$ cat config.mk
export PLATFORM = sky130hd
export DESIGN_NAME = oneshot_pulse_channels_flat
export DESIGN_NICKNAME = d
export VERILOG_FILES = /design/src/rtl/osp_pkg.sv /design/src/rtl/osp_stream_if.sv /design/src/rtl/osp_fire_check.sv /design/src/rtl/osp_channel_bank.sv /design/src/rtl/oneshot_pulse_channels.sv /design/src/flat_wrapper.sv
export SDC_FILE = /design/constraint.sdc
export NUM_CORES = 1
export LEC_CHECK = 0
export ABC_AREA = 0
export ABC_CLOCK_PERIOD_IN_PS = 3130
export BUFFER_PORTS_ARGS = -buffer_cell sky130_fd_sc_hd__buf_2
export CORE_ASPECT_RATIO = 0.9
export CORE_MARGIN = 2
export CORE_UTILIZATION = 60
export CTS_CLUSTER_DIAMETER = 150
export DETAILED_ROUTE_END_ITERATION = 12
export PLACE_DENSITY = 0.81
export RECOVER_POWER = 50
export SYNTH_ARGS = -nofsm -noshare
export SYNTH_HDL_FRONTEND = slang
export SYNTH_SLANG_ARGS = --single-unit
export TNS_END_PERCENT = 5
$ cat constraint.sdc
create_clock -name clk -period 3.13 [get_ports clk]
set_input_delay 0.313 -clock clk [delete_from_list [all_inputs] [get_ports clk]]
set_output_delay 0.313 -clock clk [all_outputs]
set_load 0.1 [all_outputs]
$ cat src/rtl/osp_pkg.sv
// Shared types, widths and codes for the one-shot pulse channel controller.
package osp_pkg;

  // Fixed field widths
  localparam int CHAN_W     = 3;
  localparam int DUR_W      = 16;
  localparam int VIEW_W     = 4;
  localparam int STATUS_W   = 3;
  localparam int CFG_IDX_W  = 2;
  localparam int CFG_DATA_W = 4;

  // Item kinds on the func field
  localparam logic FUNC_TICK = 1'b0;
  localparam logic FUNC_FIRE = 1'b1;

  // Configuration register indexes
  localparam logic [CFG_IDX_W-1:0] REG_ARMED_ENABLE       = 2'd0;
  localparam logic [CFG_IDX_W-1:0] REG_WIRED_MASK         = 2'd1;
  localparam logic [CFG_IDX_W-1:0] REG_SENSE_PRESENT_MASK = 2'd2;

  // Fire request status codes
  typedef enum logic [STATUS_W-1:0] {
    ST_OK           = 3'd0,
    ST_NOT_ENABLED  = 3'd1,
    ST_BAD_CHANNEL  = 3'd2,
    ST_BAD_DURATION = 3'd3,
    ST_UNWIRED      = 3'd4,
    ST_ALREADY      = 3'd5
  } status_t;

  // Update command from the top level into the channel bank
  typedef struct packed {
    logic              tick;
    logic              fire;
    logic [CHAN_W-1:0] channel;
    logic [DUR_W-1:0]  duration_ms;
  } bank_cmd_t;

  // Per-channel view of the low channels as seen in the result fields
  typedef struct packed {
    logic [VIEW_W-1:0] pulse;
    logic [VIEW_W-1:0] fired;
  } bank_view_t;

endpackage

$ cat src/rtl/osp_stream_if.sv
// Request and result channel interfaces with valid/ready handshake.
interface osp_req_if;
  import osp_pkg::*;
  logic              valid;
  logic              ready;
  logic              func;
  logic [CHAN_W-1:0] channel;
  logic [DUR_W-1:0]  duration_ms;
  logic [VIEW_W-1:0] sense_levels;

  modport source(output valid, func, channel, duration_ms, sense_levels, input ready);
  modport sink(input valid, func, channel, duration_ms, sense_levels, output ready);
endinterface

interface osp_res_if;
  import osp_pkg::*;
  logic                valid;
  logic                ready;
  logic [STATUS_W-1:0] status;
  logic [VIEW_W-1:0]   pulse_out;
  logic [VIEW_W-1:0]   fired_flags;
  logic [VIEW_W-1:0]   continuity;

  modport source(output valid, status, pulse_out, fired_flags, continuity, input ready);
  modport sink(input valid, status, pulse_out, fired_flags, continuity, output ready);
endinterface

$ cat src/rtl/osp_fire_check.sv
// Ordered interlock checks for a fire request, giving the first failing status.
module osp_fire_check #(
  parameter int NUM_CHANNELS    = 4,
  parameter int MAX_PULSE_TICKS = 30000
) (
  input  logic                        armed_enable,
  input  logic [osp_pkg::VIEW_W-1:0]  wired_mask,
  input  logic [osp_pkg::CHAN_W-1:0]  channel,
  input  logic [osp_pkg::DUR_W-1:0]   duration_ms,
  input  osp_pkg::bank_view_t         view,
  output osp_pkg::status_t            status
);
  import osp_pkg::*;

  localparam logic [CHAN_W:0]  NUM_L = (CHAN_W + 1)'(NUM_CHANNELS);
  localparam logic [DUR_W-1:0] MAX_L = DUR_W'(MAX_PULSE_TICKS);

  logic [1:0] low_ch;
  logic       low_range;

  assign low_ch    = channel[1:0];
  assign low_range = (channel[CHAN_W-1] == 1'b0);

  // Checks in fixed order; the first one that fails decides
  always_comb begin
    priority if (!armed_enable) begin
      status = ST_NOT_ENABLED;
    end else if ({1'b0, channel} >= NUM_L) begin
      status = ST_BAD_CHANNEL;
    end else if (duration_ms == '0 || duration_ms > MAX_L) begin
      status = ST_BAD_DURATION;
    end else if (!low_range || !wired_mask[low_ch]) begin
      status = ST_UNWIRED;
    end else if (view.fired[low_ch]) begin
      status = ST_ALREADY;
    end else begin
      status = ST_OK;
    end
  end

endmodule

$ cat src/rtl/osp_channel_bank.sv
// Per-channel fired flags and pulse countdown counters.
module osp_channel_bank #(
  parameter int NUM_CHANNELS = 4
) (
  input  logic                clk,
  input  logic                rst,
  input  osp_pkg::bank_cmd_t  cmd,
  output osp_pkg::bank_view_t view,
  output osp_pkg::bank_view_t view_next
);
  import osp_pkg::*;

  logic [DUR_W-1:0] ticks_left      [NUM_CHANNELS];
  logic [DUR_W-1:0] ticks_left_next [NUM_CHANNELS];
  logic [NUM_CHANNELS-1:0] has_fired;
  logic [NUM_CHANNELS-1:0] has_fired_next;

  // Load on an accepted fire, count down on a tick
  always_comb begin
    for (int i = 0; i < NUM_CHANNELS; i++) begin
      ticks_left_next[i] = ticks_left[i];
      has_fired_next[i]  = has_fired[i];
      if (cmd.fire && cmd.channel == CHAN_W'(i)) begin
        ticks_left_next[i] = cmd.duration_ms;
        has_fired_next[i]  = 1'b1;
      end else if (cmd.tick && ticks_left[i] != '0) begin
        ticks_left_next[i] = ticks_left[i] - DUR_W'(1);
      end
    end
  end

  always_ff @(posedge clk) begin
    if (rst) begin
      for (int i = 0; i < NUM_CHANNELS; i++) begin
        ticks_left[i] <= '0;
      end
      has_fired <= '0;
    end else begin
      for (int i = 0; i < NUM_CHANNELS; i++) begin
        ticks_left[i] <= ticks_left_next[i];
      end
      has_fired <= has_fired_next;
    end
  end

  // Views of the low channels; missing channels read as zero
  always_comb begin
    view      = '0;
    view_next = '0;
    for (int j = 0; j < VIEW_W; j++) begin
      if (j < NUM_CHANNELS) begin
        view.pulse[j]      = (ticks_left[j] != '0);
        view.fired[j]      = has_fired[j];
        view_next.pulse[j] = (ticks_left_next[j] != '0);
        view_next.fired[j] = has_fired_next[j];
      end
    end
  end

endmodule

$ cat src/rtl/oneshot_pulse_channels.sv
// Top level of the one-shot pulse channel controller.
//
// Usage: each request on req is either a millisecond tick (func = 0) or a
// fire request (func = 1) naming a channel and a duration in ticks. Every
// request gives exactly one result on res: the status of the fire checks
// (always ok for a tick) and the output, fired and continuity bits after
// the request's update.
// Latency: the result is valid in the cycle after the request is taken.
// Throughput: one request per cycle; the state update and the result are
// one pass of per-channel logic between the request and the result register.
// The result register decouples the sides: req.ready is high while the
// register is empty or being drained, so a stalled receiver holds the
// result and back-pressures the sender after one request.
// The user must write configuration (wr_en/wr_index/wr_data) only while the
// block idles, which is not enforced: index 0 armed_enable, 1 wired_mask,
// 2 sense_present_mask; others ignored. Reset: clears the registers, all
// fired flags, counters and the result register; a channel can fire once between resets.
module oneshot_pulse_channels #(
  parameter int NUM_CHANNELS    = 4,
  parameter int MAX_PULSE_TICKS = 30000
) (
  input  logic                          clk,
  input  logic                          rst,
  input  logic                          wr_en,
  input  logic [osp_pkg::CFG_IDX_W-1:0] wr_index,
  input  logic [osp_pkg::CFG_DATA_W-1:0] wr_data,
  osp_req_if.sink                       req,
  osp_res_if.source                     res
);
  import osp_pkg::*;

  localparam logic [VIEW_W-1:0] VIEW_MASK =
    (NUM_CHANNELS >= VIEW_W) ? {VIEW_W{1'b1}} : VIEW_W'((1 << NUM_CHANNELS) - 1);

  logic              armed_enable;
  logic [VIEW_W-1:0] wired_mask;
  logic [VIEW_W-1:0] sense_present_mask;

  logic       accept;
  status_t    fire_status;
  bank_cmd_t  cmd;
  bank_view_t view;
  bank_view_t view_next;

  logic                res_valid;
  logic [STATUS_W-1:0] status;
  logic [VIEW_W-1:0]   pulse_out;
  logic [VIEW_W-1:0]   fired_flags;
  logic [VIEW_W-1:0]   continuity;

  // Configuration registers
  always_ff @(posedge clk) begin
    if (rst) begin
      armed_enable       <= 1'b0;
      wired_mask         <= '0;
      sense_present_mask <= '0;
    end else if (wr_en) begin
      unique case (wr_index)
        REG_ARMED_ENABLE:       armed_enable       <= wr_data[0];
        REG_WIRED_MASK:         wired_mask         <= wr_data;
        REG_SENSE_PRESENT_MASK: sense_present_mask <= wr_data;
        default: ;
      endcase
    end
  end

  // Request handshake
  assign req.ready = !res_valid || res.ready;
  assign accept    = req.valid && req.ready;

  osp_fire_check #(
    .NUM_CHANNELS   (NUM_CHANNELS),
    .MAX_PULSE_TICKS(MAX_PULSE_TICKS)
  ) u_check (
    .armed_enable(armed_enable),
    .wired_mask  (wired_mask),
    .channel     (req.channel),
    .duration_ms (req.duration_ms),
    .view        (view),
    .status      (fire_status)
  );

  // Update command for the channel bank
  always_comb begin
    cmd.tick        = accept && (req.func == FUNC_TICK);
    cmd.fire        = accept && (req.func == FUNC_FIRE) && (fire_status == ST_OK);
    cmd.channel     = req.channel;
    cmd.duration_ms = req.duration_ms;
  end

  osp_channel_bank #(
    .NUM_CHANNELS(NUM_CHANNELS)
  ) u_bank (
    .clk      (clk),
    .rst      (rst),
    .cmd      (cmd),
    .view     (view),
    .view_next(view_next)
  );

  // Result register
  always_ff @(posedge clk) begin
    if (rst) begin
      res_valid <= 1'b0;
    end else if (req.ready) begin
      res_valid <= req.valid;
    end
  end

  always_ff @(posedge clk) begin
    if (accept) begin
      status      <= (req.func == FUNC_FIRE) ? fire_status : ST_OK;
      pulse_out   <= view_next.pulse;
      fired_flags <= view_next.fired;
      continuity  <= VIEW_MASK & ((sense_present_mask & req.sense_levels) |
                                  (~sense_present_mask & ~view_next.fired));
    end
  end

  assign res.valid       = res_valid;
  assign res.status      = status;
  assign res.pulse_out   = pulse_out;
  assign res.fired_flags = fired_flags;
  assign res.continuity  = continuity;

endmodule

$ cat src/flat_wrapper.sv
// flat-port wrapper written by rule: the top's interface ports become plain ports
module oneshot_pulse_channels_flat import osp_pkg::*;
#(
  parameter int NUM_CHANNELS    = 4,
  parameter int MAX_PULSE_TICKS = 30000
)
  (clk, rst, wr_en, wr_index, wr_data, req_valid, req_func, req_channel, req_duration_ms, req_sense_levels, req_ready, res_valid, res_status, res_pulse_out, res_fired_flags, res_continuity, res_ready);
  osp_req_if req_i ();
  osp_res_if res_i ();
  input  logic clk;
  input  logic rst;
  input  logic wr_en;
  input  logic [osp_pkg::CFG_IDX_W-1:0] wr_index;
  input  logic [osp_pkg::CFG_DATA_W-1:0] wr_data;
  input wire logic [$bits(req_i.valid)-1:0] req_valid;
  input wire logic [$bits(req_i.func)-1:0] req_func;
  input wire logic [$bits(req_i.channel)-1:0] req_channel;
  input wire logic [$bits(req_i.duration_ms)-1:0] req_duration_ms;
  input wire logic [$bits(req_i.sense_levels)-1:0] req_sense_levels;
  output wire logic [$bits(req_i.ready)-1:0] req_ready;
  output wire logic [$bits(res_i.valid)-1:0] res_valid;
  output wire logic [$bits(res_i.status)-1:0] res_status;
  output wire logic [$bits(res_i.pulse_out)-1:0] res_pulse_out;
  output wire logic [$bits(res_i.fired_flags)-1:0] res_fired_flags;
  output wire logic [$bits(res_i.continuity)-1:0] res_continuity;
  input wire logic [$bits(res_i.ready)-1:0] res_ready;
  assign req_i.valid = req_valid;
  assign req_i.func = req_func;
  assign req_i.channel = req_channel;
  assign req_i.duration_ms = req_duration_ms;
  assign req_i.sense_levels = req_sense_levels;
  assign req_ready = req_i.ready;
  assign res_valid = res_i.valid;
  assign res_status = res_i.status;
  assign res_pulse_out = res_i.pulse_out;
  assign res_fired_flags = res_i.fired_flags;
  assign res_continuity = res_i.continuity;
  assign res_i.ready = res_ready;
  oneshot_pulse_channels #(.NUM_CHANNELS(NUM_CHANNELS), .MAX_PULSE_TICKS(MAX_PULSE_TICKS)) u_core (.clk(clk), .rst(rst), .wr_en(wr_en), .wr_index(wr_index), .wr_data(wr_data), .req(req_i), .res(res_i));
endmodule
==> results.yml, run 1 <==
outcome:
  status: "complete, but fails checks"
  violations: "capacitance limit, slew limit"
pwr:
  pwr-share-seq: 0.284
  power_density_mw_per_mm2: 1138
  comb_power_share: 0.581
  vdd_drop_max_uv: 521.1
  p_clk_frac: 0.135
  p_int_w: 0.003751
  swShare: 0.4491
  p_leak_nw: 2.280
  switching_power_w: 0.003058
detailed_routing:
  wl_per_cell_um: 18.53
  dr.pass1.iters: 4
  vias_per_cell: 6.286
  wl_um: 14990
  vias: 5085
  antenna_left: 0
  drc: 0
  drtIter0Drc: 322
timing:
  period_needed_ns: 3.071
  clock.fmax_mhz: 325.6
  hold_viol: 0
  finalClockSkew_ns: 0.02006
  whs_ns: 0.1988
  slew_viol_final: 44
  worst_slack_ns: 0.05872
  tns_ns: 0
  period_share: 0.9812
  worst_pin_slew_ns: 2.081
  setup_viol: 0
  relSlewSlack: -0.3875
final_layout:
  mostFrequentLayoutCell: "nor2_1"
  layoutNonFillerInstCount: 809
  areaGrowthSynthToFinish_pct: 11.80
  diodes: 0
  design_area_mm2: 0.005984
  mostFrequentLayoutCells: "101 x nor2_1, 77 x dfxtp_1, 46 x a211oi_1"
  multi_input_area_mm2: 0.003148
  drive_gt1_frac: 0.1391
  nets: 728
  nFillCells: 711
  regArea_mm2: 0.002013
logic_synthesis:
  synth-simple-area-share: 0.3139
  synthArstFlopShare: 0
  synth_top_family_by_area: "simple AND/OR/NAND/NOR gates"
  avgSynthCellArea_um2: 8.456
  ys_warn_count: 0
  ys_ff_latch: 93
  synth_compound_area_frac: 0.1379
  synth_area_mm2: 0.005353
  ys_types: 65
  synth_ff_type: "dfxtp_1"
  synth_edf_count: 15
  synth_cells: 633
  seq_area_frac_synth: 0.3759
  synth_xor_area_frac: 0.08345
  synthAdderAreaFrac: 0.01870
  syn_nets: 676
  synthMuxAreaShare: 0.03319
setup_path:
  end_kind: "flop"
  r2r-end: "u_core.res.pulse_out[3]$_DFFE_PP_"
  critPathTopFamily: "simple AND/OR/NAND/NOR gates"
  path_cells: "inv_1, ha_1, nor4b_2, and4_4, o41ai_1, nand2_1, a2111o_1, or4_1, or4_1"
  reg2regPathDepth: 9
  reg2reg_from: "u_core.u_bank.ticks_left[3][1]$_SDFF_PP0_"
  crit_path_start_kind: "flop"
  path_buf_inv: 1
  worstSetupPathType: "flop to flop"
  path_max_fanout: 4
  critPathMaxStageDelay_ns: 0.50
  slowest_stage: "or4_1"
  cp_common_cell: "or4_1"
  worstPathArrival_ns: 3.18
  ff2ff_setup_slack_ns: 0.06
  required_ns: 3.23
die:
  rows: 32
  die_h_um: 93.61
  pin_count: 52
  coreArea_mm2: 0.008608
  die_w_um: 103.6
  dieArea_mm2: 0.009694
  initial_core_util: 0.6218
placement:
  io_buffers: 51
  dp_hpwl_um: 10610
  dpl-instance-area_mm2: 0.005797
  place_ws_ns: 0.1064
  gp_congestion: 0.9209
  dp.cells: 793
clock_network:
  clk_latency_ns: 0.37
  cts.repair.resized: 0
  htreeDepth: 3
  ctsLongestPathBuffers: 2
  clockRootBuffer: "clkbuf_8"
  post_cts_buffers: 0
  clk_pin_slew_worst_paths_ns: 0.10
  cts_buffers: 9
  hold_buffers: 0
  cts_tree: "done"
  clock_sinks: 93
grt:
  antenna_found_initial: 0
  grt_pass1_wl_um: 24680
  overflow: 0
  grt_max_degree: 44
  grt_pass1_vias: 4954
  track_usage: 0.3194
hold_path:
  worstHoldPathCells: 3
  worstHoldStart: "wr_data[2]"
  hold_end: "u_core.wired_mask[2]$_SDFFE_PP0P_"
  hp-class: "input pin to flop"
flow_run:
  drv_cap: 1
## routing by layer
| metal | part of all wire | GRT usage |
|---|---|---|
| met5 | 0 | 0 |
| met4 | 0.027 | 0.1171 |
| met3 | 0.070 | 0.05505 |
| met2 | 0.48 | 0.5502 |
| met1 | 0.43 | 0.4062 |
## synth_stat cells (all sizes together) (3+ instances only)
cell / number / share of area
nand2b: 7 / 0.0086
nand3b: 3 / 0.0042
o21ai: 13 / 0.012
nor3b: 3 / 0.0042
ha: 8 / 0.019
nor2b: 6 / 0.0070
xor2: 17 / 0.028
inv: 13 / 0.0091
nor2: 102 / 0.072
and3: 4 / 0.0051
o211ai: 4 / 0.0056
edfxtp: 15 / 0.084
nand2: 30 / 0.021
nor4: 24 / 0.033
and2: 8 / 0.0098
dfxtp: 78 / 0.29
nor3: 43 / 0.041
buf: 7 / 0.0082
a211oi: 46 / 0.065
xnor2: 34 / 0.056
clkbuf: 28 / 0.020
nand4b: 4 / 0.0065
a21oi: 20 / 0.019
mux2i: 11 / 0.021
a31oi: 3 / 0.0035
nand3: 9 / 0.0084
or4: 12 / 0.017
nor4b: 6 / 0.011
o41ai: 3 / 0.0049
or2: 8 / 0.0094
nand4: 19 / 0.025
or3: 18 / 0.021
## area by class of cell
class                      count  area share
tap                          119     0.02488
sequential                    93      0.3364
inverter                      13    0.008154
clock buffer                  11     0.02363
multi-input combinational    492      0.5260
clock inverter                 5     0.01338
timing repair buffer          76     0.06753
## power by group through the flow
stage	logic [W]	registers (W)	clock network [W]
floorplan	0.00279	0.00205	0
global placement	0.00373	0.00192	0
detailed placement	0.00381	0.00194	0
CTS	0.00389	0.00192	0.000925
global route	0.00434	0.00198	0.000968
finish	0.00395	0.00193	0.000922
## cell families (layout without fill, tap and decap cells)
kind of cell | Yosys count | count (layout)
buffers and inverters | 48 | 105
AND/OR/NAND/NOR | 311 | 311
AO/OA/AOI/OAI | 107 | 107
flip-flops | 93 | 93
multiplexers | 15 | 15
XOR/XNOR | 51 | 51
adder cells (fa/ha/maj) | 8 | 8
## worst register-to-register path, stage by stage, from the launching register on
cell and delay (ns):
dfxtp_2 0.37, inv_1 0.07, ha_1 0.18, nor4b_2 0.19
and4_4 0.23, o41ai_1 0.38, nand2_1 0.13, a2111o_1 0.37
or4_1 0.50, or4_1 0.40
## per-stage QoR
step / util / power [W]
global route: 0.6952 / 0.007283
detailed placement: 0.6734 / 0.005757
global placement: 0.6734 / 0.005655
floorplan: - / 0.004835
finish: 0.6952 / 0.006809
CTS: 0.6991 / 0.006732
## worst max path at each step
stage / from / end / cells after the start
detailed placement: u_core.u_bank.ticks_left[3][1]$_SDFF_PP0_ / u_core.res.pulse_out[3]$_DFFE_PP_ / 9
global placement: u_core.u_bank.ticks_left[3][1]$_SDFF_PP0_ / u_core.res.pulse_out[3]$_DFFE_PP_ / 9
floorplan: u_core.res.valid$_SDFFE_PP0N_ / u_core.res.pulse_out[3]$_DFFE_PP_ / 8
global route: u_core.u_bank.ticks_left[1][2]$_SDFF_PP0_ / u_core.res.pulse_out[1]$_DFFE_PP_ / 7
finish: u_core.u_bank.ticks_left[3][1]$_SDFF_PP0_ / u_core.res.pulse_out[3]$_DFFE_PP_ / 9
CTS: u_core.u_bank.ticks_left[3][1]$_SDFF_PP0_ / u_core.res.pulse_out[3]$_DFFE_PP_ / 9
## sequential cells by signal, indices dropped and copies added, names as in the netlist
register / count
u_core.u_bank.ticks_left: 64
u_core.res.continuity: 4
u_core.res.fired_flags: 4
u_core.res.pulse_out: 4
u_core.sense_present_mask: 4
u_core.u_bank.has_fired: 4
u_core.wired_mask: 4
u_core.res.status: 3
u_core.armed_enable: 1
u_core.res.valid: 1
No activity file was read; power rests on OpenSTA's default activity.
==> run 2, diff against run 1 <==
--- a/config.mk
+++ b/config.mk
@@ -7,5 +7,5 @@
 export LEC_CHECK = 0
 export ABC_AREA = 0
-export ABC_CLOCK_PERIOD_IN_PS = 3130
+export ABC_CLOCK_PERIOD_IN_PS = 3000
 export BUFFER_PORTS_ARGS = -buffer_cell sky130_fd_sc_hd__buf_2
 export CORE_ASPECT_RATIO = 0.9
==> constraint.sdc (replaced) <==
create_clock -name clk -period 3 [get_ports clk]
set_input_delay 0.3 -clock clk [delete_from_list [all_inputs] [get_ports clk]]
set_output_delay 0.3 -clock clk [all_outputs]
set_load 0.02 [all_outputs]
==> results.yml, run 2 (synthesis gave the netlist of run 1 again) <==
clock_network:
  cts_tree: "done"
  clock_sinks: 93
  clockRootBuffer: "clkbuf_8"
  clk_latency_ns: 0.36
  ctsLongestPathBuffers: 2
  hold_buffers: 0
  clk_pin_slew_worst_paths_ns: 0.09
  htreeDepth: 3
  cts_buffers: 9
setup_path:
  critPathLaunch: "u_core.u_bank.ticks_left[3][7]$_SDFF_PP0_"
  reg2reg_from: "u_core.u_bank.ticks_left[3][7]$_SDFF_PP0_"
  end_kind: "flop"
  ff2ff_setup_slack_ns: 0.06
  crit_path_start_kind: "flop"
  reg2regPathDepth: 7
  endpoint: "u_core.res.pulse_out[3]$_DFFE_PP_"
  worstPathArrival_ns: 3.04
  r2r-end: "u_core.res.pulse_out[3]$_DFFE_PP_"
  path_max_fanout: 6
  worstSetupPathType: "flop to flop"
  required_ns: 3.10
pwr:
  p_int_w: 0.003950
  swShare: 0.4404
  comb_power_share: 0.596
  p_clk_frac: 0.118
  power_density_mw_per_mm2: 1144
  switching_power_w: 0.003109
  finalPower_w: 0.007059
  vdd_drop_max_uv: 649.3
  pwr-share-seq: 0.286
  p_leak_nw: 2.389
die:
  coreArea_mm2: 0.008608
  die_w_um: 103.6
  dieArea_mm2: 0.009694
  die_h_um: 93.61
  pin_count: 52
  initial_core_util: 0.6218
  rows: 32
grt:
  met2_usage: 0.5359
  top_usage_layer: "met2"
  track_usage: 0.3100
  met3_usage: 0.05784
  grt_pass1_vias: 4944
  antenna_found_initial: 1
  overflow: 0
  grt_max_degree: 35
  grt_use_met1: 0.3988
  grt_pass1_wl_um: 24100
final_layout:
  multi_input_area_mm2: 0.003218
  utilization: 0.7166
  drive_gt1_frac: 0.1756
  nFillCells: 680
  nets: 744
  top_register: "u_core.u_bank.ticks_left"
  largest_reg_flops: 64
  regArea_mm2: 0.002012
  mostFrequentLayoutCell: "nor2_1"
  mostFrequentLayoutCells: "101 x nor2_1, 78 x dfxtp_1, 46 x a211oi_1"
  areaGrowthSynthToFinish_pct: 15.24
  design_area_mm2: 0.006168
placement:
  dpl-instance-area_mm2: 0.005928
  io_buffers: 51
  gp_congestion: 1.001
  dp_hpwl_um: 10880
detailed_routing:
  vias_per_cell: 6.240
  wl_um: 15120
  antenna_left: 0
  drc: 0
  drtIter0Drc: 483
  vias: 5154
  dr.pass1.iters: 6
  wl_per_cell_um: 18.31
timing:
  relSlewSlack: -0.1892
  clock.fmax_mhz: 340.0
  grt_setup_unrepaired: "true"
  slew_viol_final: 35
  worst_pin_slew_ns: 1.784
  setup_viol: 0
  period_needed_ns: 2.941
  hold_viol: 0
  finalClockSkew_ns: 0.01462
  period_share: 0.9804
  tns_ns: 0
flow_run:
  drv_cap: 1
hold_path:
  hp-class: "input pin to flop"
outcome:
  status: "complete, but fails checks"
  violations: "capacitance limit, slew limit"
==> run 2: changes by cell type in the layout (fill, tap and decap cells not counted), sizes merged <==
cell / before / now
buf: 53 / 74
diode: 0 / 1
clkbuf: 34 / 28
clkinv: 1 / 3
bufinv: 2 / 1
==> run 2: what timing repair did <==
| item | CTS | global route |
|---|---|---|
| endpoints found under the setup margin | 0 | 3 |
| setup buffers | 0 | 0 |
| endpoints found under the hold margin | 0 | 0 |
| resized for setup | 0 | 14 |
==> run 2: worst min-delay path by stage <==
stage | from | endpoint | slack, ns | cells past startpoint
floorplan | req_valid | u_core.res.valid$_SDFFE_PP0N_ | 0.43 | 2
CTS | wr_data[2] | u_core.wired_mask[2]$_SDFFE_PP0P_ | 0.19 | 3
finish | wr_data[2] | u_core.wired_mask[2]$_SDFFE_PP0P_ | 0.20 | 3
global route | wr_data[2] | u_core.wired_mask[2]$_SDFFE_PP0P_ | 0.20 | 3
detailed placement | u_core.wired_mask[1]$_SDFFE_PP0P_ | u_core.wired_mask[1]$_SDFFE_PP0P_ | 0.50 | 2
global placement | u_core.wired_mask[0]$_SDFFE_PP0P_ | u_core.wired_mask[0]$_SDFFE_PP0P_ | 0.48 | 2
==> run 2: through the flow <==
step / instances / setup slack [ns] / hold WS (ns)
2_1_floorplan: 633 / 0.1266 / 0.4295
3_3_place_gp: 809 / 0.1292 / 0.4769
3_5_place_dp: 809 / 0.04923 / 0.4993
4_1_cts: 825 / 0.03954 / 0.1943
5_1_grt: 825 / -0.02455 / 0.1976
6_report: 826 / 0.05895 / 0.1975
==> run 2: layout make-up <==
type	count	area share
Clock inverter	6	0.009736
Tap cell	119	0.02414
Sequential cell	93	0.3262
Inverter	13	0.007911
Antenna cell	1	0.0004057
Multi-Input combinational cell	492	0.5217
Timing Repair Buffer	92	0.08925
Clock buffer	10	0.02069
==> run 2: power groups by stage <==
| stage | combinational (W) | clock [W] | sequential (W) |
|---|---|---|---|
| after CTS | 0.00398 | 0.000840 | 0.00199 |
| after global routing | 0.00460 | 0.000885 | 0.00206 |
| final | 0.00420 | 0.000834 | 0.00202 |
| after global placement | 0.00381 | 0 | 0.00200 |
| after floorplan | 0.00290 | 0 | 0.00196 |
| after detailed placement | 0.00394 | 0 | 0.00201 |
==> run 2: critical path, cell delays in order (launching register included) <==
cell      delay, ns
dfxtp_1        0.37
nor4_4         0.49
nand4_4        0.18
a21oi_2        0.22
a311oi_1       0.09
a2111o_1       0.41
or4_1          0.51
or4_1          0.40
==> run 2: layer usage <==
| layer | part of all wire | up-vias |
|---|---|---|
| li1 | - | 2468 |
| met1 | 0.42 | 2402 |
| met2 | 0.47 | 242 |
| met3 | 0.082 | 42 |
| met4 | 0.022 | 0 |
| met5 | 0 | - |
==> run 3, diff against run 2 <==
CTS_BUF_LIST = sky130_fd_sc_hd__clkbuf_16   (was default)
==> results.yml, run 3 (synthesis gave the netlist of run 1 again) <==
hold_path:
  worstHoldPathCells: 3
  worstHoldStart: "wr_data[2]"
  hold_end: "u_core.wired_mask[2]$_SDFFE_PP0P_"
  hp-class: "input pin to flop"
clock_network:
  clockRootBuffer: "clkbuf_16"
  clk_latency_ns: 0.34
  ctsLongestPathBuffers: 2
  cts_buffers: 9
  clk_pin_slew_worst_paths_ns: 0.07
  htreeDepth: 3
  cts_tree: "done"
  clock_sinks: 93
grt:
  overflow: 0
  grt_pass1_wl_um: 24670
  grt_pass1_vias: 5055
  grt_max_degree: 35
  track_usage: 0.3193
  antenna_found_initial: 0
placement:
  dpl-instance-area_mm2: 0.005928
  dp.cells: 809
  io_buffers: 51
  gp_congestion: 1.001
  dp_hpwl_um: 10880
setup_path:
  path_cells: "inv_1, ha_1, nor4b_4, and4_4, nor2_2, a311oi_1, a2111o_1, or4_1, or4_1"
  path_max_fanout: 6
  reg2regPathDepth: 9
  crit_path_start_kind: "flop"
  r2r-end: "u_core.res.pulse_out[3]$_DFFE_PP_"
  reg2reg_from: "u_core.u_bank.ticks_left[3][0]$_SDFF_PP0_"
  worstSetupPathType: "flop to flop"
  worstPathArrival_ns: 3.10
  ff2ff_setup_slack_ns: -0.03
  path_buf_inv: 1
  critPathTopFamily: "simple AND/OR/NAND/NOR gates"
  critPathMaxStageDelay_ns: 0.51
  slowest_stage: "or4_1"
  required_ns: 3.07
  cp_common_cell: "or4_1"
  end_kind: "flop"
detailed_routing:
  drc: 0
  antenna_left: 0
  dr.pass1.iters: 7
  drtIter0Drc: 492
  wl_um: 15520
  wl_per_cell_um: 18.79
  vias_per_cell: 6.332
  vias: 5230
pwr:
  swShare: 0.4320
  p_leak_nw: 2.420
  vdd_drop_max_uv: 611.3
  p_clk_frac: 0.151
  pwr-share-seq: 0.270
  finalPower_w: 0.007486
  switching_power_w: 0.003234
  p_int_w: 0.004253
  comb_power_share: 0.579
  power_density_mw_per_mm2: 1198
final_layout:
  top_register: "u_core.u_bank.ticks_left"
  nFillCells: 664
  design_area_mm2: 0.006248
  areaGrowthSynthToFinish_pct: 16.74
  layoutNonFillerInstCount: 826
  mostFrequentLayoutCell: "nor2_1"
  diodes: 0
  mostFrequentLayoutCells: "101 x nor2_1, 78 x dfxtp_1, 46 x a211oi_1"
  nets: 745
  drive_gt1_frac: 0.1726
  largest_reg_flops: 64
flow_run:
  drv_cap: 1
die:
  pin_count: 52
  die_h_um: 93.61
  dieArea_mm2: 0.009694
  initial_core_util: 0.6218
  coreArea_mm2: 0.008608
  die_w_um: 103.6
  rows: 32
timing:
  whs_ns: 0.2176
  grt_setup_unrepaired: "true"
  relSlewSlack: -0.1542
  finalClockSkew_ns: 0.01023
  worst_pin_slew_ns: 1.731
  worst_slack_ns: -0.02670
  hold_viol: 0
  period_needed_ns: 3.027
  slew_viol_final: 35
  clock.fmax_mhz: 330.4
  period_share: 1.009
  setup_viol: 1
outcome:
  status: "complete, but fails checks"
  violations: "capacitance limit, slew limit, setup timing"
-- run 3: metal layers --
| layer | track usage | wire [um] | vias up |
|---|---|---|---|
| met3 | 0.05784 | 1378 | 48 |
| met1 | 0.4001 | 6332 | 2448 |
| met4 | 0.1216 | 432 | 0 |
| met2 | 0.5530 | 7380 | 264 |
| met5 | 0 | 0 | - |
| li1 | - | - | 2470 |
-- run 3: worst reg2reg max path, stage by stage, from the launching register on --
cell	delay, ns
dfxtp_1	0.35
inv_1	0.07
ha_1	0.19
nor4b_4	0.14
and4_4	0.24
nor2_2	0.24
a311oi_1	0.18
a2111o_1	0.42
or4_1	0.51
or4_1	0.42
-- run 3: worst max path at each step --
stage                                                    from                                end  slack (ns)  depth (start not counted)
floorplan           u_core.u_bank.ticks_left[3][0]$_SDFF_PP0_  u_core.res.pulse_out[3]$_DFFE_PP_        0.13                          9
global placement    u_core.u_bank.ticks_left[3][0]$_SDFF_PP0_  u_core.res.pulse_out[3]$_DFFE_PP_        0.13                          9
detailed placement  u_core.u_bank.ticks_left[3][0]$_SDFF_PP0_  u_core.res.pulse_out[3]$_DFFE_PP_        0.05                          9
CTS                 u_core.u_bank.ticks_left[3][0]$_SDFF_PP0_  u_core.res.pulse_out[3]$_DFFE_PP_        0.04                          9
global route        u_core.u_bank.ticks_left[3][7]$_SDFF_PP0_  u_core.res.pulse_out[3]$_DFFE_PP_       -0.07                          7
finish              u_core.u_bank.ticks_left[3][0]$_SDFF_PP0_  u_core.res.pulse_out[3]$_DFFE_PP_       -0.03                          9
-- run 3: final cells by class --
cell class / instances / area, um2 / share of cell area
multi-input combinational: 492 / 3219 / 0.5152
timing repair buffer: 93 / 530.5 / 0.08490
clock inverter: 7 / 63.81 / 0.01021
tap: 119 / 148.9 / 0.02383
sequential: 93 / 2012 / 0.3220
inverter: 13 / 48.80 / 0.007809
clock buffer: 9 / 225.2 / 0.03604
-- run 3: power groups by stage --
stage	clock network (W)	registers [W]	logic, W
floorplan	0	0.00196	0.00290
global placement	0	0.00200	0.00381
CTS	0.00114	0.00199	0.00401
detailed placement	0	0.00201	0.00394
global route	0.00118	0.00206	0.00470
finish	0.00113	0.00202	0.00433
-- run 3: timing repair --
item                                    in CTS  in global routing
endpoints found under the setup margin       0                  3
setup buffers                                0                  1
hold buffers                                 0                  0
resized for setup                            0                 14
-- run 3: per-stage QoR --
stage	worst slack, ns	setup TNS [ns]	util
after detailed placement	0.04923	0	0.6887
final	-0.02670	-0.02670	0.7259
after floorplan	0.1266	0	-
after global routing	-0.07204	-0.08282	0.7259
after CTS	0.04471	0	0.7222
after global placement	0.1292	0	0.6887
